### src/hdl/armm_pkg.sv
// ----------------------------------------------------------------------------
// armm_pkg
// Types and fixed constants of the auto-ranging level mapper.
// ----------------------------------------------------------------------------
package armm_pkg;

    // Sequencer states of the mapper
    typedef enum logic [3:0] {
        S_IDLE,
        S_CMP,
        S_UPD,
        S_SPAN,
        S_FIX,
        S_PREP,
        S_SUM,
        S_ABS,
        S_DIV,
        S_FIN
    } armm_state_t;

    // Register index decoded from paddr[2]
    typedef enum logic {
        REG_INITIAL_LOW  = 1'b0,
        REG_INITIAL_HIGH = 1'b1
    } armm_reg_t;

    localparam int          MIN_SPAN      = 10;
    localparam int          LEVEL_SCALE   = 254;
    localparam int          HALF_SCALE    = 127;
    localparam int          RESET_LOW     = 0;
    localparam int          RESET_HIGH    = 1023;
    localparam logic [6:0]  LEVEL_MAX     = 7'd127;

endpackage

### src/hdl/auto_range_to_midi_mapper.sv
// ----------------------------------------------------------------------------
// auto_range_to_midi_mapper
// Tracks a running low/high bound of a raw sample and maps samples to a
// 7-bit level (action 0) or a level back to a physical value (action 1).
// ----------------------------------------------------------------------------
//
//  channel   handshake                 payload
//  -------   -----------------------   ---------------------------------------
//  item      item_valid / item_stall   action, sample, previous_level, level_in
//  result    result_valid/result_stall level_out, physical_out, kept_previous
//  config    psel/penable/pwrite       paddr, pwdata, prdata (pready tied high)
//
//  Action 0 steps through S_CMP, S_UPD, S_SPAN, S_FIX (S_SPAN, S_FIX again
//  if the minimum span is enforced), S_PREP, S_SUM, S_ABS, S_DIV, S_FIN,
//  going from S_PREP to S_FIN when the span is not positive; action 1 skips
//  S_CMP, S_UPD and S_FIX. The shared restoring divider retires one quotient
//  bit per cycle over a SAMPLE_BITS + 9 bit dividend. item_stall is high
//  while an item is at work. A finished word waits in the output register;
//  a new item is accepted meanwhile. Reset loads the bounds from the reset
//  values of the registers.
module auto_range_to_midi_mapper #(
    parameter int SAMPLE_BITS = 32
) (
    input  logic               clk,
    input  logic               rst_n,
    // item channel
    input  logic               item_valid,
    output logic               item_stall,
    input  logic               action,
    input  logic signed [31:0] sample,
    input  logic        [6:0]  previous_level,
    input  logic        [6:0]  level_in,
    // result channel
    output logic               result_valid,
    input  logic               result_stall,
    output logic        [6:0]  level_out,
    output logic signed [31:0] physical_out,
    output logic               kept_previous,
    // configuration port
    input  logic               psel,
    input  logic               penable,
    input  logic               pwrite,
    input  logic        [2:0]  paddr,
    input  logic        [31:0] pwdata,
    output logic        [31:0] prdata,
    output logic               pready
);
    import armm_pkg::*;

    localparam int W  = SAMPLE_BITS;
    localparam int DW = W + 9;          // dividend magnitude / quotient width
    localparam int NW = W + 10;         // signed numerator width
    localparam int CW = $clog2(DW);

    localparam logic signed [W-1:0] SMAX   = {1'b0, {(W-1){1'b1}}};
    localparam logic signed [W-1:0] SMIN   = {1'b1, {(W-1){1'b0}}};
    localparam logic signed [W:0]   SMAX_X = {2'b00, {(W-1){1'b1}}};
    localparam logic signed [W:0]   SMIN_X = {2'b11, {(W-1){1'b0}}};
    localparam logic signed [NW-1:0] SMAX_N = NW'(SMAX);
    localparam logic signed [NW-1:0] SMIN_N = NW'(SMIN);
    localparam logic signed [W:0]   MIN_SPAN_X = (W+1)'(MIN_SPAN);

    // ------------------------------------------------------------------
    // Registers
    // ------------------------------------------------------------------
    armm_state_t               state_reg, state_next;
    logic                      act_reg;
    logic signed [W-1:0]       samp_reg;
    logic        [6:0]         prev_reg;
    logic        [6:0]         lvl_reg;
    logic signed [W-1:0]       init_low_reg, init_high_reg;
    logic signed [W-1:0]       low_reg, high_reg;
    logic                      lt_reg, gt_reg;
    logic signed [W:0]         span_reg;
    logic signed [NW-1:0]      prod_reg, base_reg, num_reg;
    logic                      neg_reg, kept_reg;
    logic        [W:0]         rem_reg, dsr_reg;
    logic        [DW-1:0]      quo_reg;
    logic        [CW-1:0]      cnt_reg;
    logic                      result_valid_reg;
    logic        [6:0]         level_reg;
    logic signed [31:0]        phys_reg;
    logic                      keptout_reg;

    // ------------------------------------------------------------------
    // Combinational datapath
    // ------------------------------------------------------------------
    logic                 cfg_wr;
    armm_reg_t            cfg_idx;
    logic signed [W-1:0]  wr_low, wr_high;
    logic                 item_take, result_take, fin_load;
    logic signed [W:0]    low_p10, high_m10, diff_d;
    logic signed [W-1:0]  low_p10_sat, high_m10_sat;
    logic signed [NW-1:0] dx, lx, prod_a0, prod_a1, base_a1, num_abs;
    logic        [W+1:0]  trial, trial_sub;
    logic                 trial_ge;
    logic signed [NW-1:0] q_s;
    logic signed [W-1:0]  q_sat;
    logic        [6:0]    level_fin;
    logic                 fix_needed;

    assign cfg_wr  = psel & penable & pwrite & pready;
    assign cfg_idx = armm_reg_t'(paddr[2]);
    assign wr_low  = (cfg_idx == REG_INITIAL_LOW)  ? W'(pwdata) : init_low_reg;
    assign wr_high = (cfg_idx == REG_INITIAL_HIGH) ? W'(pwdata) : init_high_reg;

    assign pready = 1'b1;
    assign prdata = (cfg_idx == REG_INITIAL_HIGH) ? 32'(init_high_reg) : 32'(init_low_reg);

    assign item_take   = item_valid & ~item_stall;
    assign result_take = result_valid_reg & ~result_stall;

    // saturating bound moves that hold the minimum span
    assign low_p10      = (W+1)'(low_reg) + MIN_SPAN_X;
    assign high_m10     = (W+1)'(high_reg) - MIN_SPAN_X;
    assign low_p10_sat  = (low_p10 > SMAX_X) ? SMAX : W'(low_p10);
    assign high_m10_sat = (high_m10 < SMIN_X) ? SMIN : W'(high_m10);
    assign fix_needed   = (lt_reg | gt_reg) & (span_reg < MIN_SPAN_X);

    // numerator terms
    assign diff_d  = (W+1)'(samp_reg) - (W+1)'(low_reg);
    assign dx      = NW'(diff_d);
    assign lx      = NW'(low_reg);
    assign prod_a0 = (dx <<< 8) - (dx <<< 1);
    assign prod_a1 = (NW'(span_reg) * NW'($signed({1'b0, lvl_reg}))) <<< 1;
    assign base_a1 = (lx <<< 8) - (lx <<< 1) + NW'(HALF_SCALE);
    assign num_abs = num_reg[NW-1] ? -num_reg : num_reg;

    // one restoring division step
    assign trial     = {rem_reg, quo_reg[DW-1]};
    assign trial_ge  = trial >= {1'b0, dsr_reg};
    assign trial_sub = trial - {1'b0, dsr_reg};

    // final result shaping
    assign q_s       = neg_reg ? -$signed({1'b0, quo_reg}) : $signed({1'b0, quo_reg});
    assign q_sat     = (q_s > SMAX_N) ? SMAX : ((q_s < SMIN_N) ? SMIN : W'(q_s));
    assign level_fin = kept_reg ? prev_reg
                     : ((|quo_reg[DW-1:7]) ? LEVEL_MAX : quo_reg[6:0]);

    // ------------------------------------------------------------------
    // Next state
    // ------------------------------------------------------------------
    always_comb
    begin
        state_next = state_reg;
        case (state_reg)
            S_IDLE:
            begin
                if (item_valid)
                    state_next = action ? S_SPAN : S_CMP;
            end
            S_CMP:  state_next = S_UPD;
            S_UPD:  state_next = S_SPAN;
            S_SPAN: state_next = act_reg ? S_PREP : S_FIX;
            S_FIX:  state_next = fix_needed ? S_SPAN : S_PREP;
            S_PREP:
            begin
                if (!act_reg && span_reg <= 0)
                    state_next = S_FIN;
                else
                    state_next = S_SUM;
            end
            S_SUM:  state_next = S_ABS;
            S_ABS:  state_next = S_DIV;
            S_DIV:
            begin
                if (cnt_reg == '0)
                    state_next = S_FIN;
            end
            S_FIN:
            begin
                if (!result_valid_reg || !result_stall)
                    state_next = S_IDLE;
            end
            default: state_next = S_IDLE;
        endcase
    end

    // ------------------------------------------------------------------
    // Outputs of the sequencer
    // ------------------------------------------------------------------
    always_comb
    begin
        item_stall = 1'b1;
        fin_load   = 1'b0;
        case (state_reg)
            S_IDLE:  item_stall = 1'b0;
            S_FIN:   fin_load   = ~result_valid_reg | ~result_stall;
            default: ;
        endcase
    end

    always_ff @(posedge clk or negedge rst_n)
    begin
        if (!rst_n)
            state_reg <= S_IDLE;
        else
            state_reg <= state_next;
    end

    // ------------------------------------------------------------------
    // Bounds and configuration
    // ------------------------------------------------------------------
    always_ff @(posedge clk or negedge rst_n)
    begin
        if (!rst_n)
        begin
            init_low_reg  <= W'(RESET_LOW);
            init_high_reg <= W'(RESET_HIGH);
            low_reg       <= W'(RESET_LOW);
            high_reg      <= W'(RESET_HIGH);
        end
        else if (cfg_wr)
        begin
            // either write reloads both bounds
            init_low_reg  <= wr_low;
            init_high_reg <= wr_high;
            low_reg       <= wr_low;
            high_reg      <= wr_high;
        end
        else
        begin
            case (state_reg)
                S_UPD:
                begin
                    if (lt_reg)
                        low_reg <= samp_reg;
                    else if (gt_reg)
                        high_reg <= samp_reg;
                end
                S_FIX:
                begin
                    if (fix_needed)
                    begin
                        if (lt_reg)
                            high_reg <= low_p10_sat;
                        else
                            low_reg <= high_m10_sat;
                    end
                end
                default: ;
            endcase
        end
    end

    // ------------------------------------------------------------------
    // Item datapath and serial divider
    // ------------------------------------------------------------------
    always_ff @(posedge clk)
    begin
        case (state_reg)
            S_IDLE:
            begin
                if (item_take)
                begin
                    act_reg  <= action;
                    samp_reg <= W'(sample);
                    prev_reg <= previous_level;
                    lvl_reg  <= level_in;
                    lt_reg   <= 1'b0;
                    gt_reg   <= 1'b0;
                    kept_reg <= 1'b0;
                end
            end
            S_CMP:
            begin
                lt_reg <= samp_reg < low_reg;
                gt_reg <= samp_reg > high_reg;
            end
            S_SPAN: span_reg <= (W+1)'(high_reg) - (W+1)'(low_reg);
            S_FIX:
            begin
                // span is recomputed once after a forced move
                if (fix_needed)
                begin
                    lt_reg <= 1'b0;
                    gt_reg <= 1'b0;
                end
            end
            S_PREP:
            begin
                if (act_reg)
                begin
                    prod_reg <= prod_a1;
                    base_reg <= base_a1;
                end
                else
                begin
                    kept_reg <= span_reg <= 0;
                    prod_reg <= prod_a0;
                    base_reg <= NW'(span_reg);
                end
            end
            S_SUM: num_reg <= prod_reg + base_reg;
            S_ABS:
            begin
                neg_reg <= num_reg[NW-1];
                quo_reg <= DW'(num_abs);
                rem_reg <= '0;
                dsr_reg <= act_reg ? (W+1)'(LEVEL_SCALE) : {span_reg[W-1:0], 1'b0};
                cnt_reg <= CW'(DW - 1);
            end
            S_DIV:
            begin
                rem_reg <= trial_ge ? trial_sub[W:0] : trial[W:0];
                quo_reg <= {quo_reg[DW-2:0], trial_ge};
                cnt_reg <= cnt_reg - 1'b1;
            end
            default: ;
        endcase
    end

    // ------------------------------------------------------------------
    // Output register
    // ------------------------------------------------------------------
    always_ff @(posedge clk or negedge rst_n)
    begin
        if (!rst_n)
            result_valid_reg <= 1'b0;
        else if (fin_load)
            result_valid_reg <= 1'b1;
        else if (result_take)
            result_valid_reg <= 1'b0;
    end

    always_ff @(posedge clk)
    begin
        if (fin_load)
        begin
            if (act_reg)
            begin
                level_reg   <= '0;
                phys_reg    <= 32'(q_sat);
                keptout_reg <= 1'b0;
            end
            else
            begin
                level_reg   <= level_fin;
                phys_reg    <= '0;
                keptout_reg <= kept_reg;
            end
        end
    end

    assign result_valid  = result_valid_reg;
    assign level_out     = level_reg;
    assign physical_out  = phys_reg;
    assign kept_previous = keptout_reg;

`ifndef SYNTH
    // a word carries either a level or a physical value, never both
    a_one_kind: assert property (@(posedge clk) disable iff (!rst_n)
        result_valid && physical_out != 0 |-> level_out == 0 && !kept_previous)
        else $error("result word carries both a level and a physical value");

    // after widening, the bounds are ordered and the sample is not below the low bound
    a_bounds_ordered: assert property (@(posedge clk) disable iff (!rst_n)
        state_reg == S_PREP && !act_reg |-> high_reg >= low_reg && samp_reg >= low_reg)
        else $error("bounds out of order after widening");

    // the divider ends after its last step
    a_div_end: assert property (@(posedge clk) disable iff (!rst_n)
        state_reg == S_DIV && cnt_reg == '0 |=> state_reg == S_FIN)
        else $error("divider did not finish");
`endif

endmodule

### config.mk
export PLATFORM = sky130hd
export DESIGN_NAME = auto_range_to_midi_mapper
export DESIGN_NICKNAME = d
export VERILOG_FILES = /design/src/hdl/armm_pkg.sv /design/src/hdl/auto_range_to_midi_mapper.sv
export SDC_FILE = /design/constraint.sdc
export NUM_CORES = 2
export LEC_CHECK = 0
export BUFFER_PORTS_ARGS = -buffer_cell sky130_fd_sc_hd__buf_2
export CAP_MARGIN = 20
export CORE_MARGIN = 4
export CORE_UTILIZATION = 45
export CTS_BUF_LIST = sky130_fd_sc_hd__clkbuf_4
export DETAILED_ROUTE_END_ITERATION = 10
export PLACE_DENSITY = 0.72
export SLEW_MARGIN = 30
export SYNTH_ARGS = -nofsm -noshare
export SYNTH_HDL_FRONTEND = slang
export SYNTH_SLANG_ARGS = --single-unit
### constraint.sdc
create_clock -name clk -period 8.6 [get_ports clk]
set_input_delay 0.86 -clock clk [delete_from_list [all_inputs] [get_ports clk]]
set_output_delay 0.86 -clock clk [all_outputs]
set_load 0.01 [all_outputs]
==> metrics.cfg <==
[outcome]
status=finished, final reports clean

[synthesis]
synth_fa_ha_area_share_pct=18.0
syn-instance-count=4391
synth-seq-cells=494
synth.most_common_cell=inv_1
synth_common_cells=421 x inv_1, 361 x edfxtp_1, 333 x nand2_1, 324 x ha_1, 228 x a21oi_1
syn_nets=4980
synth_compound_area_share_pct=16.5
post-synth-top-area-cell=edfxtp_1
ys_types=78
yosys.area.top_type_share_pct=25.7
yosys.area_share.xor_xnor_pct=7.19
synth-simple-area-share_pct=14.6
synth_top_family_by_area=adder cells
synth_edf_count=361
yosysSeqAreaShare_pct=33.7
muxShareOfSynthArea_pct=4.89
postSynth.asyncResetShare_pct=26.9
yosys_warnings=0
syn_area_um2=42200
synthFlopType=edfxtp_1
syn_area_per_cell_um2=9.60
synthTopCellsByArea=edfxtp_1 26%, ha_1 9.6%, fa_1 8.4%, dfrtp_1 6.7%, xnor2_1 4.3%

[critical_path]
crit-reg2reg-launch=low_reg[1]$_DFFE_PN0P_
critical_path.startpoint=low_reg[1]$_DFFE_PN0P_
crit_fanout=7
critPathArrivalTime_ps=7450
reg2regPathDepth=25
worst-setup-path-type=reg2reg
end_kind=register
critPathLaunchType=register
cp.required_ps=9240

[placed_design]
dp_hpwl_um=87700
gp_congestion=0.929
port_buffers=160
pre_cts_ws_ps=2010

[clock_tree]
cts_tree=built
cts.clk_slew.worst_paths_ps=80
postCtsSetupBuffers=0
cts_sinks=494
cts_root_buf=clkbuf_4
numCtsBuffers=136
clock_path_buffers=3
htree_levels=4
insertion_delay_ps=1040

[routing]
ant_nets=0
vias_per_cell=5.68
num_vias=34011
routedWlPerCell_um=19.3
drc=0
drt_iter0_markers=2722
dr.pass1.iters=5
routed_wl_um=116000

[sta]
setup_viol=0
min_period_over_period_pct=79.2
layout_setup_ws_ps=1790
tightestPinTransition_ps=1000
fin_crit_ps=6810
skew_ps=116
setup_tns_ps=0
grt_setup_unrepaired=no
drv_slew=0
hold_viol_final=0
relSlewSlack_pct=32.8
max_freq_mhz=147

[floorplan]
die_y_um=314
die_w_um=314
rows=112
core_um2=93200
ios=164
initial_core_util_pct=45.3
die-area_um2=98700

[global_routing]
track_usage_pct=23.2
antenna_found_initial=4
grt_pass1_wl_um=182000
grt_pass1_vias=33597
grt_max_degree=97
globalRouteOverflowTotal=0

[finish]
drive_gt1_share_pct=13.1
nNetsFinal=5220
area_delta_synth_final_pct=10.6

[run]
maxCapViolCount=0

[worst_hold_path]
hp-class=in2reg
hp-start=pwdata[11]
holdPathStages=2

## routing by layer
layer	global-route usage (%)	vias up	wire [um]
met3	4.88	228	8880
met5	0	-	0
met4	9.02	0	4300
li1	-	16143	-
met2	37.0	1271	52100
met1	31.2	16369	50300
## cell type report
class | count | area (um^2)
multi-input combinational | 3322 | 25900
clock buffer | 189 | 1420
timing repair buffer | 255 | 1710
sequential | 494 | 14200
clock inverter | 51 | 289
inverter | 422 | 1590
fill | 8536 | 46600
antenna | 3 | 7.51
tap | 1254 | 1570
## timing repair
item | CTS | global route
gates resized for setup | 0 | 0
hold endpoints to repair | 128 | 0
setup endpoints to repair | 0 | 0
hold buffers | 56 | 0
## stage by stage
| step | hold slack (ps) | util, % | cell area, um^2 | instances |
|---|---|---|---|---|
| 2_1_floorplan | 400 | - | 42200 | 4391 |
| 6_report | 130 | 50.0 | 46600 | 5990 |
| 5_1_grt | 50.3 | 50.0 | 46600 | 5990 |
| 3_5_place_dp | 435 | 47.6 | 44300 | 5689 |
| 3_3_place_gp | 428 | 47.5 | 44300 | 5688 |
| 4_1_cts | 0.192 | 50.0 | 46600 | 5985 |
## layout by cell type, fill, tap and decap left out, drive strengths merged, types with 176 or more instances in the layout
cell | synthesis | layout
inv | 422 | 428
edfxtp | 361 | 361
nand2 | 333 | 333
ha | 324 | 324
o21ai | 236 | 236
a21oi | 228 | 228
nor2 | 226 | 226
and2 | 219 | 219
xnor2 | 206 | 206
buf | 25 | 199
clkbuf | 128 | 189
a21o | 177 | 177
fa | 176 | 176
## cell families (layout without fill, tap and decap cells)
logic type,Yosys count,count (layout)
buffers and inverters,575,917
muxes,190,190
DFF,494,494
adders and majority gates,500,500
other,1,4
AOI/OAI and AO/OA,1069,1069
and+or+nand+nor,1216,1216
xor gates and xnor gates,346,346
## critical path, cell delays in order (launching register included)
cell	delay (ps)
dfrtp_1	680
inv_1	310
fa_1	500
a21o_1	200
o2111ai_1	140
a21oi_1	110
o21ai_0	210
a21boi_0	240
a41o_1	320
and2_1	170
o21ai_0	150
nand2b_1	80
xor2_1	290
inv_1	90
ha_1	390
a21oi_1	200
nand2_1	80
a21oi_1	200
o21ai_0	220
a2111oi_0	680
o31ai_1	140
a21oi_1	250
o21ai_0	120
a21oi_1	190
xor2_1	320
o21ai_0	140
## path summary, 6_finish.rpt
check	end	slack (ps)
worst max register to register	prod_reg[25]$_DFFE_PP_	1790
min in group asynchronous	init_low_reg[27]$_DFFE_PN0P_	470
max in group asynchronous	init_low_reg[2]$_DFFE_PN0P_	6810
worst min register to register	num_reg[0]$_DFFE_PP_	440
worst max-delay path	prod_reg[25]$_DFFE_PP_	1790
worst min-delay path	init_high_reg[11]$_DFFE_PN0P_	130
Power is not shown: default switching activity piles up to over one toggle a cycle in this logic, so the estimate is an artifact.
